[src/sv/utf8sd_pkg.sv]
// Shared constants and types for the UTF-8 stream decoder.
package utf8sd_pkg;

  localparam int unsigned CpWidth = 21;
  localparam int unsigned CntWidth = 3;

  localparam logic [CpWidth-1:0] ReplacementCp = 21'h00FFFD;

  localparam logic [7:0] Lead2Mask = 8'hE0;
  localparam logic [7:0] Lead2Code = 8'hC0;
  localparam logic [7:0] Lead3Mask = 8'hF0;
  localparam logic [7:0] Lead3Code = 8'hE0;
  localparam logic [7:0] Lead4Mask = 8'hF8;
  localparam logic [7:0] Lead4Code = 8'hF0;
  localparam logic [7:0] ContMask = 8'hC0;
  localparam logic [7:0] ContCode = 8'h80;

  // Decoded work for one byte: n_rep replacement code points, then an
  // optional data code point.
  typedef struct packed {
    logic [CntWidth-1:0] n_rep;
    logic                has_data;
    logic [CpWidth-1:0]  cp;
    logic                eos;
  } job_t;

endpackage

[src/sv/utf8sd_if.sv]
// Valid/ready channel interfaces for bytes in and code points out.
interface utf8sd_in_if;
  logic       valid;
  logic       ready;
  logic [7:0] data_byte;
  logic       end_of_string;

  modport source (output valid, output data_byte, output end_of_string, input ready);
  modport sink (input valid, input data_byte, input end_of_string, output ready);
endinterface

interface utf8sd_out_if;
  logic        valid;
  logic        ready;
  logic [20:0] code_point;
  logic        replaced;
  logic        last_of_run;
  logic        last_of_string;

  modport source (output valid, output code_point, output replaced, output last_of_run,
                  output last_of_string, input ready);
  modport sink (input valid, input code_point, input replaced, input last_of_run,
                input last_of_string, output ready);
endinterface

[src/sv/utf8sd_decode.sv]
// Sequence state and per-byte decode into a result job.
module utf8sd_decode (
  input  logic              clk,
  input  logic              rst,
  input  logic              accept,
  input  logic [7:0]        data_byte,
  input  logic              end_of_string,
  output utf8sd_pkg::job_t  job
);
  import utf8sd_pkg::*;

  logic [CpWidth-1:0] partial_code;
  logic [1:0]         bytes_expected;
  logic [1:0]         bytes_seen;
  logic [CpWidth-1:0] partial_code_next;
  logic [1:0]         bytes_expected_next;
  logic [1:0]         bytes_seen_next;

  logic               pending;
  logic               is_cont;
  logic [2:0]         seen_inc;
  logic [CntWidth-1:0] n_rep;

  assign pending = (bytes_expected != 2'd0);
  assign is_cont = ((data_byte & ContMask) == ContCode);
  assign seen_inc = {1'b0, bytes_seen} + 3'd1;

  always_comb begin
    partial_code_next = partial_code;
    bytes_expected_next = bytes_expected;
    bytes_seen_next = bytes_seen;
    n_rep = '0;
    job.has_data = 1'b0;
    job.cp = {13'd0, data_byte};
    job.eos = end_of_string;

    if (pending && is_cont) begin
      // Append six payload bits; complete when all continuations are in.
      partial_code_next = {partial_code[CpWidth-7:0], data_byte[5:0]};
      if (seen_inc >= {1'b0, bytes_expected}) begin
        job.has_data = 1'b1;
        job.cp = {partial_code[CpWidth-7:0], data_byte[5:0]};
        partial_code_next = '0;
        bytes_expected_next = 2'd0;
        bytes_seen_next = 2'd0;
      end else begin
        bytes_seen_next = seen_inc[1:0];
      end
    end else begin
      if (pending) begin
        // Broken sequence: one replacement for the lead and each continuation.
        n_rep = seen_inc;
        partial_code_next = '0;
        bytes_expected_next = 2'd0;
        bytes_seen_next = 2'd0;
      end
      priority if (!data_byte[7]) begin
        job.has_data = 1'b1;
      end else if ((data_byte & Lead2Mask) == Lead2Code) begin
        partial_code_next = {16'd0, data_byte[4:0]};
        bytes_expected_next = 2'd1;
        bytes_seen_next = 2'd0;
      end else if ((data_byte & Lead3Mask) == Lead3Code) begin
        partial_code_next = {17'd0, data_byte[3:0]};
        bytes_expected_next = 2'd2;
        bytes_seen_next = 2'd0;
      end else if ((data_byte & Lead4Mask) == Lead4Code) begin
        partial_code_next = {18'd0, data_byte[2:0]};
        bytes_expected_next = 2'd3;
        bytes_seen_next = 2'd0;
      end else begin
        n_rep = n_rep + 3'd1;
      end
    end

    // Flush whatever is still pending at the end of the string.
    if (end_of_string && (bytes_expected_next != 2'd0)) begin
      n_rep = n_rep + {1'b0, bytes_seen_next} + 3'd1;
      partial_code_next = '0;
      bytes_expected_next = 2'd0;
      bytes_seen_next = 2'd0;
    end
    job.n_rep = n_rep;
  end

  always_ff @(posedge clk) begin
    if (rst) begin
      partial_code <= '0;
      bytes_expected <= 2'd0;
      bytes_seen <= 2'd0;
    end else if (accept) begin
      partial_code <= partial_code_next;
      bytes_expected <= bytes_expected_next;
      bytes_seen <= bytes_seen_next;
    end
  end

  a_idle_clean: assert property (@(posedge clk) disable iff (rst)
    (bytes_expected == 2'd0) |-> (bytes_seen == 2'd0 && partial_code == '0))
    else $error("idle decoder holds stale sequence state");

  a_seen_below_expected: assert property (@(posedge clk) disable iff (rst)
    (bytes_expected != 2'd0) |-> (bytes_seen < bytes_expected))
    else $error("continuation count reached expected without completing");

  a_burst_bound: assert property (@(posedge clk) disable iff (rst)
    accept |-> ({1'b0, job.n_rep} + {3'd0, job.has_data} <= 4'd4))
    else $error("one byte produced more than four results");

endmodule

[src/sv/utf8sd_emit.sv]
// Result register that plays out the replacement and data code points of one byte.
module utf8sd_emit (
  input  logic               clk,
  input  logic               rst,
  input  logic               load,
  input  utf8sd_pkg::job_t   job,
  output logic               can_take,
  utf8sd_out_if.source       tx
);
  import utf8sd_pkg::*;

  logic [CntWidth-1:0] rem;
  logic [CntWidth-1:0] rep_left;
  logic [CpWidth-1:0]  cp;
  logic                eos;
  logic                take;

  assign tx.valid = (rem != '0);
  assign take = tx.valid && tx.ready;
  assign can_take = (rem == '0) || (take && rem == 3'd1);

  assign tx.replaced = (rep_left != '0);
  assign tx.code_point = (rep_left != '0) ? ReplacementCp : cp;
  assign tx.last_of_run = (rem == 3'd1);
  assign tx.last_of_string = (rem == 3'd1) && eos;

  always_ff @(posedge clk) begin
    if (rst) begin
      rem <= '0;
      rep_left <= '0;
    end else if (load) begin
      rem <= job.n_rep + {2'd0, job.has_data};
      rep_left <= job.n_rep;
    end else if (take) begin
      rem <= rem - 3'd1;
      if (rep_left != '0) begin
        rep_left <= rep_left - 3'd1;
      end
    end
  end

  always_ff @(posedge clk) begin
    if (load) begin
      cp <= job.cp;
      eos <= job.eos;
    end
  end

  a_rep_within_rem: assert property (@(posedge clk) disable iff (rst)
    rep_left <= rem)
    else $error("more replacements pending than results left");

  a_advance: assert property (@(posedge clk) disable iff (rst)
    (take && !load && rem > 3'd1) |=> (rem == $past(rem) - 3'd1))
    else $error("burst counter did not advance on transfer");

  a_load_only_free: assert property (@(posedge clk) disable iff (rst)
    load |-> can_take)
    else $error("new job loaded over an unfinished burst");

endmodule

[src/sv/utf8_stream_decoder.sv]
// UTF-8 stream decoder top level: byte channel in, code point channel out.
// The first result of a byte is registered and appears on tx in the cycle after the byte is taken.
// Throughput: one byte per cycle while each byte yields at most one code point and tx is ready.
// A byte that yields k code points (k up to 4) holds rx off while the result register
// plays them out; lead and continuation bytes that yield none do not hold rx off.
// Synchronous reset drops any pending sequence and any undelivered code points.
module utf8_stream_decoder (
  input  logic          clk,
  input  logic          rst,
  utf8sd_in_if.sink     rx,
  utf8sd_out_if.source  tx
);
  import utf8sd_pkg::*;

  job_t job;
  logic can_take;
  logic accept;

  assign rx.ready = can_take;
  assign accept = rx.valid && rx.ready;

  utf8sd_decode u_decode (
    .clk           (clk),
    .rst           (rst),
    .accept        (accept),
    .data_byte     (rx.data_byte),
    .end_of_string (rx.end_of_string),
    .job           (job)
  );

  utf8sd_emit u_emit (
    .clk      (clk),
    .rst      (rst),
    .load     (accept),
    .job      (job),
    .can_take (can_take),
    .tx       (tx)
  );

endmodule

[src/flat_wrapper.sv]
// flat-port wrapper written by rule: the top's interface ports become plain ports
module utf8_stream_decoder_flat import utf8sd_pkg::*;
  (clk, rst, rx_valid, rx_data_byte, rx_end_of_string, rx_ready, tx_valid, tx_code_point, tx_replaced, tx_last_of_run, tx_last_of_string, tx_ready);
  utf8sd_in_if rx_i ();
  utf8sd_out_if tx_i ();
  input  logic clk;
  input  logic rst;
  input wire logic [$bits(rx_i.valid)-1:0] rx_valid;
  input wire logic [$bits(rx_i.data_byte)-1:0] rx_data_byte;
  input wire logic [$bits(rx_i.end_of_string)-1:0] rx_end_of_string;
  output wire logic [$bits(rx_i.ready)-1:0] rx_ready;
  output wire logic [$bits(tx_i.valid)-1:0] tx_valid;
  output wire logic [$bits(tx_i.code_point)-1:0] tx_code_point;
  output wire logic [$bits(tx_i.replaced)-1:0] tx_replaced;
  output wire logic [$bits(tx_i.last_of_run)-1:0] tx_last_of_run;
  output wire logic [$bits(tx_i.last_of_string)-1:0] tx_last_of_string;
  input wire logic [$bits(tx_i.ready)-1:0] tx_ready;
  assign rx_i.valid = rx_valid;
  assign rx_i.data_byte = rx_data_byte;
  assign rx_i.end_of_string = rx_end_of_string;
  assign rx_ready = rx_i.ready;
  assign tx_valid = tx_i.valid;
  assign tx_code_point = tx_i.code_point;
  assign tx_replaced = tx_i.replaced;
  assign tx_last_of_run = tx_i.last_of_run;
  assign tx_last_of_string = tx_i.last_of_string;
  assign tx_i.ready = tx_ready;
  utf8_stream_decoder u_core (.clk(clk), .rst(rst), .rx(rx_i), .tx(tx_i));
endmodule
[config.mk]
export PLATFORM = sky130hd
export DESIGN_NAME = utf8_stream_decoder_flat
export DESIGN_NICKNAME = d
export VERILOG_FILES = /design/src/sv/utf8sd_pkg.sv /design/src/sv/utf8sd_if.sv /design/src/sv/utf8sd_decode.sv /design/src/sv/utf8sd_emit.sv /design/src/sv/utf8_stream_decoder.sv /design/src/flat_wrapper.sv
export SDC_FILE = /design/constraint.sdc
export NUM_CORES = 1
export LEC_CHECK = 0
export ABC_AREA = 1
export ABC_CLOCK_PERIOD_IN_PS = 8900
export BUFFER_PORTS_ARGS = -buffer_cell sky130_fd_sc_hd__buf_2
export CORE_MARGIN = 5
export CORE_UTILIZATION = 50
export CTS_CLUSTER_DIAMETER = 120
export CTS_CLUSTER_SIZE = 10
export DETAILED_ROUTE_END_ITERATION = 7
export GPL_TIMING_DRIVEN = 0
export PLACE_DENSITY = 0.77
export SKIP_LAST_GASP = 1
export SYNTH_ARGS = -nofsm -noshare
export SYNTH_HDL_FRONTEND = slang
export SYNTH_HIERARCHICAL = 1
export SYNTH_SLANG_ARGS = --single-unit
[constraint.sdc]
create_clock -name clk -period 8.9 [get_ports clk]
set_input_delay 0.89 -clock clk [delete_from_list [all_inputs] [get_ports clk]]
set_output_delay 0.89 -clock clk [all_outputs]
set_load 0.05 [all_outputs]
## After elaboration in Yosys (flattened, before gate mapping)

Cells that the tools add are included.

- Register bits after elaboration: 53
- Latch bits: 0
- Bits in writable memories: 0
- Memory bits (read-only): 0
- Input port bits: 13
- Word-level logic and storage cells: 79
- Memories: 0

- Add/sub/neg operators: 7
- Multiply operators: 0
- Div/mod/pow operators: 0
- Magnitude comparators: 1
- Eq/ne operators: 5
- Shift-type cells: 0
- Muxes and demuxes: 42
- Bitwise gates (word level): 0
- Reductions and logical operators: 16

Operators with widths:

| kind | count |
|---|---|
| 21-bit two-way mux | 9 |
| 3-bit two-way mux | 13 |
| 2-bit two-way mux | 16 |
| 22-bit two-way mux | 1 |
| 8-bit two-way mux | 1 |
| 2-bit nonzero test | 4 |
| 3-bit by 1-bit adder with 3-bit output, second input constant | 2 |
| 1-bit logical AND | 6 |
| 3-bit nonzero test | 2 |
| 3-bit by 1-bit subtractor with 3-bit output, second input constant | 2 |
| 5-bit == test, second input constant | 1 |
| 4-bit == test, second input constant | 1 |
| 2-bit AND reduction | 2 |
| 2-bit by 1-bit adder with 3-bit output, second input constant | 1 |
| 3-bit by 1-bit adder with 3-bit output | 1 |
| 3-bit by 2-bit adder with 3-bit output | 1 |
| 3-bit by 1-bit == test with 1-bit output, second input constant | 1 |
| 3-bit == test, second input constant | 1 |
| 3-bit by 2-bit greater-or-equal comparator with 1-bit output | 1 |
| 3-bit logical NOT | 1 |
| 2-bit == test, second input constant | 1 |
| 1-bit two-way mux | 2 |
| 1-bit logical OR | 1 |

## Depth between registers and ports, before layout

Gate-level depths: netlist (run 1).

- Word-level depth: 14
- Mapped depth: 21
- Depth with buffers taken out: 20

## Hierarchy

Netlist (run 1), hierarchy kept.

Modules (own cells, without submodules):

| module | instances | cells an instance | area an instance (um^2) | sequential area each (um^2) |
|---|---|---|---|---|
| utf8sd_decode | 1 | 268 | 1640.3 | 380.4 |
| utf8sd_emit | 1 | 130 | 1326.3 | 780.7 |
| utf8_stream_decoder | 1 | 2 | 7.5 | 0.0 |

## Worst setup path before layout (run 1)

Ideal clock, no wire load.

- Path type: input-to-reg
- Start point: in tx_ready
- End point: reg u_core.u_decode.partial_code[10]
- Library setup time: 71 ps
- Arrival time: 3475 ps
- Required time: 8829 ps
- Setup slack: 5354 ps
- Cell stages on the path: 9
- Path buffers: 1
- Cells stage by stage: nand2_4 o21ai_0 nand2_1 inv_1 inv_1 clkbuf_1 a21oi_1 nand2_2 a21oi_2

- Word-level cells in the longest chain between the ends: 4

RTL lines:

| element | RTL line | source |
|---|---|---|
| start: declaration | flat_wrapper.sv:17 | `input wire logic [$bits(tx_i.ready)-1:0] tx_ready;` |
| 1-bit logical AND | utf8sd_emit.sv:19 | `assign take = tx.valid && tx.ready;` |
| 1-bit logical AND | utf8sd_emit.sv:20 | `assign can_take = (rem == '0) \|\| (take && rem == 3'd1);` |
| 1-bit logical OR | utf8sd_emit.sv:20 |  |
| via rx_ready | flat_wrapper.sv:11 | `output wire logic [$bits(rx_i.ready)-1:0] rx_ready;` |
| 1-bit logical AND | utf8_stream_decoder.sv:20 | `assign accept = rx.valid && rx.ready;` |
| via u_core.accept | utf8_stream_decoder.sv:17 | `logic accept;` |
| end signal: assignment | utf8sd_decode.sv:92 | `partial_code <= partial_code_next;` |
| end: declaration | utf8sd_decode.sv:12 | `logic [CpWidth-1:0] partial_code;` |

The timed path passes the listed nets, and every way through them passes these cells.
A chain may end at the register's enable or synchronous reset.

==> key figures, run 1 <==
Setup path
  • Kind of cell adding the most delay to the critical path: adder cells
  • Crit path kind: reg2reg
  • Critical path launch point type: flip-flop
  • Required @ worst endpoint: 9.10 ns
  • Largest fanout on the critical path: 6
  • Worst path most repeated cell: nand2_1
  • Critical path endpoint category: flip-flop
  • R2r startpoint: u_core/u_decode/bytes_expected[1]
  • Critical R2R Capture: u_core/u_emit/rem[2]
  • Data arrival time of the critical path: 3.52 ns
  • Crit path buf inv count: 2
  • Path depth of the worst reg2reg path: 17
  • Max stage delay on crit path: 0.48 ns
  • Critical path's slowest cell: fa_1
  • Reg2reg setup slack: 5.58 ns
  • Cell breakdown of the critical path: inv_1 > fa_1 > inv_1 > nor2_1 > nand2_1 > nand2_1 > o21ai_0 > nand2_1 > ha_1 > fa_1 > o21ai_1 > ha_1 > or2_2 > nand3_1 > nand2_1 > nor2_1 > nor2_1

Timing
  • Fmax achieved: 301 MHz
  • Slew @ Worst Pin: 1.09 ns
  • Setup TNS Final: 0 ns
  • Hold Fails Final Rpt: 0
  • Setup clock skew after layout: 0.00780 ns
  • Final Cycle Share: 37.3%
  • Fin. max-slew vios: 0
  • Worst slew margin relative to its limit: 27.5%
  • Final hold slack: 0.485 ns
  • Number of failing setup endpoints in the final timing report: 0
  • Period minus WS final: 3.32 ns
  • RSZ-0062 raised after global routing: false

Yosys
  • Adder-cell area share of the yosys netlist: 5.97%
  • Compound-Gate Fraction of Synth Area: 11.5%
  • Synth Net Count: 426
  • Synth top area share: 22.2%
  • Mean Syn Cell Area: 7.44 um2
  • Sequential share of the synthesized area: 39.0%
  • Basic-gate share of the synthesized area counting and, or, nand and nor cells: 32.3%
  • Synth area leader: edfxtp_1
  • Number of instances in the synthesized netlist: 400
  • Area of the mapped netlist: 2970 um2
  • Xor and xnor fraction of the mapped netlist area: 0%
  • Number of distinct library cells after synthesis: 29
  • Top post-synthesis cells by area: edfxtp_1, dfxtp_1, nand2_1
  • Total of warnings raised by yosys: 6
  • Fraction of synthesized area in multiplexers: 0%
  • Dominant combinational cell family by area after synthesis: simple AND/OR/NAND/NOR gates
  • Synth Register Bits: 47

Route
  • Initial drt markers: 111
  • Routed WL: 6.18 mm
  • Total via count after detailed routing: 2596
  • Remaining design rule violation count: 0
  • Antenna viol nets, final: 0
  • First-pass DRT Iterations: 4
  • Average vias per placed instance: 4.98
  • Routed wire per std cell: 11.9 um

Pwr
  • Worst voltage drop across the vdd grid: 0.186 mV
  • Power density relative to cell area: 276 nW/um2
  • Leakage power: 1.41 nW

Min path
  • Kind of path behind the tightest hold check: reg2reg
  • Hold worst-path end: u_core/u_decode/partial_code[4]
  • Number of cells on the worst hold path: 2
  • Start point of the worst hold path: u_core/u_decode/partial_code[4]

Clock tree
  • Number of buffers added to fix hold violations after cts: 0
  • Max Buffers Root-to-Sink: 2
  • Number of cells upsized or downsized after cts: 0
  • Clock transition at the register clock pins on the worst setup and hold paths after CTS: 0.09 ns
  • Clock tree from TritonCTS: built
  • Clock insertion delay at the later pin of the skew report: 0.30 ns
  • Total number of H-tree levels: 2
  • CTS buffer count: 5
  • Number of setup buffers added after CTS: 0
  • CTS Root Cell: clkbuf_8
  • Clock tree sinks: 47

Floorplan
  • Width of the chip: 87.1 um
  • Area enclosed by the die boundary: 7590 um2
  • Starting utilization of the core area: 50.8%
  • Area inside the core boundary: 5850 um2
  • Ports: 39
  • Die height: 87.1 um
  • Core Rows: 28

Layout
  • Antenna Diode Count: 0
  • Most common cell after layout, fill and taps aside: nand2_1
  • Area growth syn-to-layout: 12.5%
  • Fill count: 562
  • Reg area: 1160 um2
  • Leading cell types in the layout, fill and taps excluded: nand2_1, nor2_1, buf_2, inv_1, nand3_1
  • Area occupied by multi-input gates: 1480 um2
  • Post-route design area: 3340 um2
  • Net count of the finished layout: 471
  • Fraction of layout cells with a size suffix above 1: 24.2%

Global routing
  • Maximum number of pins on one net before global-route repair: 28
  • Total GRT Usage: 17.5%
  • Remaining global-route overflow: 0
  • Global-route wire length before repair: 10.5 mm
  • Number of antenna violations at the first check in global routing: 0
  • Via count of the first global-routing pass: 2311

Placement
  • Final Wtd Congestion: 0.877
  • IO Port Bufs: 38
  • DPL Wire Length: 4.69 mm
  • Placed Area: 3260 um2

Flow run
  • Reported max-cap violation count: 0

Run status
  • Result of the run: completed
-- report_power, final --
part,switching (mW),internal [mW]
clock network,0.0698,0.0555
registers,0.0137,0.274
logic,0.386,0.123
-- Yosys cell counts --
library cell	count
buf_6	2
inv_4	3
ha_1	11
a21oi_1	25
edfxtp_1	22
or2_2	3
a21o_1	1
o21ai_1	2
dfxtp_1	25
a31o_2	1
a21oi_2	10
nor2_2	3
nor2_4	1
o21ai_0	14
nand4_1	4
o21ai_2	3
inv_1	40
inv_2	7
buf_2	4
buf_4	9
nand2_1	96
nor2_1	46
o211ai_1	1
or2_1	14
nand2_4	5
clkbuf_1	7
nand2_2	12
nand3_1	27
fa_1	2
-- state kept, by name (all words and copies together), names as in the netlist --
register	cells
u_core/u_emit/cp	21
u_core/u_decode/partial_code	15
u_core/u_emit/rem	3
u_core/u_emit/rep_left	3
u_core/u_decode/bytes_expected	2
u_core/u_decode/bytes_seen	2
u_core/u_emit/eos	1
-- layer usage --
layer | global-route usage, % | share of wire, %
met4 | 6.69 | 2.4
met3 | 3.50 | 4.8
met1 | 21.9 | 45
met5 | 0 | 0
met2 | 29.7 | 48
-- worst max path at each step --
stage / from / end / slack [ns] / cells past startpoint
3_5_place_dp: rx_data_byte[5] / u_core/u_emit/rem[2] / 5.52 / 15
5_1_grt: u_core/u_decode/bytes_expected[1] / u_core/u_emit/rem[2] / 5.36 / 17
6_report: u_core/u_decode/bytes_expected[1] / u_core/u_emit/rem[2] / 5.58 / 17
3_3_place_gp: rx_data_byte[5] / u_core/u_emit/rem[2] / 5.58 / 15
4_1_cts: u_core/u_decode/bytes_expected[1] / u_core/u_emit/rem[2] / 5.59 / 17
2_1_floorplan: tx_ready / u_core/u_decode/partial_code[10] / 5.35 / 9
-- stage by stage --
stage                     power, mW  utilization (%)  setup WS (ns)  cells
after detailed placement      0.804             55.7           5.52    513
after floorplan               0.697                -           5.35    400
after global routing          0.984             57.2           5.36    521
after global placement        0.797             55.7           5.58    513
final                         0.922             57.2           5.58    521
after CTS                     0.931             57.2           5.59    521
-- worst reg2reg max path, stage by stage (launching register included) --
cell and delay (ns):
dfxtp_1 0.43, inv_1 0.09, fa_1 0.47, inv_1 0.06
nor2_1 0.03, nand2_1 0.08, nand2_1 0.20, o21ai_0 0.22
nand2_1 0.12, ha_1 0.22, fa_1 0.48, o21ai_1 0.10
ha_1 0.21, or2_2 0.27, nand3_1 0.07, nand2_1 0.05
nor2_1 0.08, nor2_1 0.04
-- kinds of logic after synthesis --
kind of cell | after synthesis
simple gates | 211
flops | 47
fa+ha+maj | 13
buf+inv | 72
compound gates | 57
-- final cells by class --
type,count,share of cell area [%]
plain buffers,22,4.08
multi-input cells,281,44.3
repair buffers,38,5.69
clock buffers,6,2.17
flip-flops and latches,47,34.7
inverters,50,5.84
clock inverters,2,0.412
well taps,75,2.81
Note: power is estimated with default switching activity, not from simulation.
==> run 2, diff against run 1 <==
--- a/config.mk
+++ b/config.mk
@@ -6,7 +6,7 @@
 export NUM_CORES = 1
 export LEC_CHECK = 0
 export ABC_AREA = 1
-export ABC_CLOCK_PERIOD_IN_PS = 8900
+export ABC_CLOCK_PERIOD_IN_PS = 3300
 export BUFFER_PORTS_ARGS = -buffer_cell sky130_fd_sc_hd__buf_2
 export CORE_MARGIN = 5
 export CORE_UTILIZATION = 50
==> constraint.sdc (replaced) <==
create_clock -name clk -period 3.3 [get_ports clk]
set_input_delay 0.33 -clock clk [delete_from_list [all_inputs] [get_ports clk]]
set_output_delay 0.33 -clock clk [all_outputs]
set_load 0.05 [all_outputs]
==> key figures, run 2 (synthesis results as in run 1) <==
Pwr
  • Cell Int Power: 1.30 mW
  • Switching fraction of total power: 49.9%
  • Share of power burned in registers: 30.0%
  • Switching pwr: 1.29 mW
  • Power density relative to cell area: 764 nW/um2
  • Part of the power in combinational logic: 53.4%
  • Worst voltage drop across the vdd grid: 0.479 mV
  • Leakage power: 1.42 nW
  • Total Power: 2.59 mW
  • Clock share of power: 16.6%

Timing
  • Fmax achieved: 322 MHz
  • Worst slew margin relative to its limit: 25.7%
  • Worst-case setup margin in the final layout: 0.196 ns
  • Number of failing setup endpoints in the final timing report: 0
  • Hold Fails Final Rpt: 0
  • Setup clock skew after layout: 0.00444 ns
  • Period minus WS final: 3.10 ns
  • Fin. max-slew vios: 0
  • Setup TNS Final: 0 ns
  • Final Cycle Share: 94.1%
  • Slew @ Worst Pin: 1.11 ns
  • Final hold slack: 0.257 ns
  • RSZ-0062 raised after global routing: false

Clock tree
  • Clock tree sinks: 47
  • Number of setup buffers added after CTS: 0
  • Clock transition at the register clock pins on the worst setup and hold paths after CTS: 0.09 ns
  • CTS Root Cell: clkbuf_8
  • CTS buffer count: 5
  • Clock tree from TritonCTS: built
  • Clock insertion delay at the later pin of the skew report: 0.30 ns
  • Total number of H-tree levels: 2
  • Max Buffers Root-to-Sink: 2

Setup path
  • Crit path kind: reg2reg
  • Worst path most repeated cell: nor2_1
  • Max stage delay on crit path: 0.48 ns
  • Largest fanout on the critical path: 6
  • Cell breakdown of the critical path: inv_1 > fa_1 > inv_1 > nor2_1 > nand2_2 > nand2_4 > o21ai_1 > nand2_1 > ha_1 > fa_1 > o21ai_1 > ha_1 > or2_2 > nand3_1 > nand2_1 > nor2_1 > nor2_1
  • Kind of cell adding the most delay to the critical path: adder cells
  • Critical path's slowest cell: fa_1
  • Critical path endpoint category: flip-flop
  • Critical path launch point type: flip-flop
  • Data arrival time of the critical path: 3.31 ns
  • Source of the critical timing path: u_core/u_decode/bytes_expected[1]
  • R2r startpoint: u_core/u_decode/bytes_expected[1]
  • Crit path buf inv count: 2
  • Required @ worst endpoint: 3.50 ns

Placement
  • Final Wtd Congestion: 0.905
  • Placed Area: 3260 um2
  • DPL Wire Length: 4.85 mm
  • Minimum setup slack after placement: -0.0314 ns
  • IO Port Bufs: 38

Route
  • Routed wire per std cell: 12.6 um
  • Met3 wire length: 347 um
  • Top routing layer in use: met4
  • Remaining design rule violation count: 0
  • Routed WL: 6.55 mm
  • First-pass DRT Iterations: 4
  • Antenna viol nets, final: 0
  • Met2 wire length: 3.13 mm
  • Total via count after detailed routing: 2611
  • Detailed-routing wirelength on met1: 2.86 mm
  • Average vias per placed instance: 5.01
  • Initial drt markers: 266

Global routing
  • Via count of the first global-routing pass: 2361
  • Total GRT Usage: 17.9%
  • Maximum number of pins on one net before global-route repair: 28
  • Number of antenna violations at the first check in global routing: 0
  • Remaining global-route overflow: 0
  • Global-route wire length before repair: 10.9 mm

Floorplan
  • Die height: 87.1 um
  • Width of the chip: 87.1 um
  • Core Rows: 28
  • Area inside the core boundary: 5850 um2
  • Area enclosed by the die boundary: 7590 um2
  • Ports: 39
  • Starting utilization of the core area: 50.8%

Layout
  • Area growth syn-to-layout: 13.8%
  • Leading cell types in the layout, fill and taps excluded: nand2_1, nor2_1, buf_2, inv_1, nand3_1
  • Fill count: 551
  • Number of flip-flops under the largest register name: 21
  • Antenna Diode Count: 0
  • Leading registers by flop count: u_core/u_emit/cp: 21 flops, u_core/u_decode/partial_code: 15 flops
  • Net count of the finished layout: 471
  • Post-route design area: 3380 um2
  • Register ranked first by flip-flop count: u_core/u_emit/cp
  • Fraction of layout cells with a size suffix above 1: 25.1%
  • Most common cell after layout, fill and taps aside: nand2_1

Min path
  • Kind of path behind the tightest hold check: in2reg
  • Start point of the worst hold path: rst

Flow run
  • Reported max-cap violation count: 0

Run status
  • Result of the run: completed
[run 2: stage by stage]
| step | cells | util, % |
|---|---|---|
| final | 521 | 57.8 |
| after CTS | 521 | 57.6 |
| after detailed placement | 513 | 55.7 |
| after global routing | 521 | 57.8 |
| after floorplan | 400 | - |
| after global placement | 513 | 55.7 |
[run 2: path summary, 6_finish.rpt]
check	endpoint	slack, ns	cells past startpoint
setup / recovery	u_core/u_emit/rem[2]	0.20	17
hold / removal	u_core/u_emit/rem[0]	0.26	2
setup reg to reg	u_core/u_emit/rem[2]	0.20	17
hold reg to reg	u_core/u_decode/partial_code[3]	0.49	2
[run 2: power by group through the flow]
stage | Combinational, mW | Clock [mW] | Sequential [mW]
floorplan | 1.10 | 0 | 0.777
detailed placement | 1.38 | 0 | 0.791
global placement | 1.36 | 0 | 0.787
finish | 1.38 | 0.428 | 0.776
global route | 1.48 | 0.466 | 0.787
CTS | 1.38 | 0.432 | 0.777
[run 2: what timing repair did]
item	CTS	global route
endpoints found under the hold margin	0	0
resized for setup	1	6
setup endpoints to repair	1	2
hold buffers	0	0
[run 2: per-layer routing]
| layer | vias to the layer above | global-route usage, % |
|---|---|---|
| li1 | 1354 | - |
| met3 | 18 | 2.55 |
| met1 | 1162 | 22.7 |
| met2 | 77 | 30.0 |
| met5 | - | 0 |
| met4 | 0 | 8.09 |
[run 2: layout make-up]
class                   instances  area, um2  share of cell area, %
inverters                      50        195                   5.77
repair buffers                 38        190                   5.62
well taps                      75       93.8                   2.77
clock inverters                 3       42.5                   1.26
multi-input cells             281       1490                   44.1
plain buffers                  22        136                   4.03
flip-flops and latches         47       1170                   34.5
clock buffers                   5       68.8                   2.03
[run 2: worst register-to-register path, cell delays in order (launching register included)]
cell	delay [ns]
dfxtp_4	0.39
inv_1	0.06
fa_1	0.48
inv_1	0.07
nor2_1	0.05
nand2_2	0.10
nand2_4	0.10
o21ai_1	0.13
nand2_1	0.11
ha_1	0.22
fa_1	0.48
o21ai_1	0.09
ha_1	0.22
or2_2	0.27
nand3_1	0.07
nand2_1	0.05
nor2_1	0.08
nor2_1	0.04
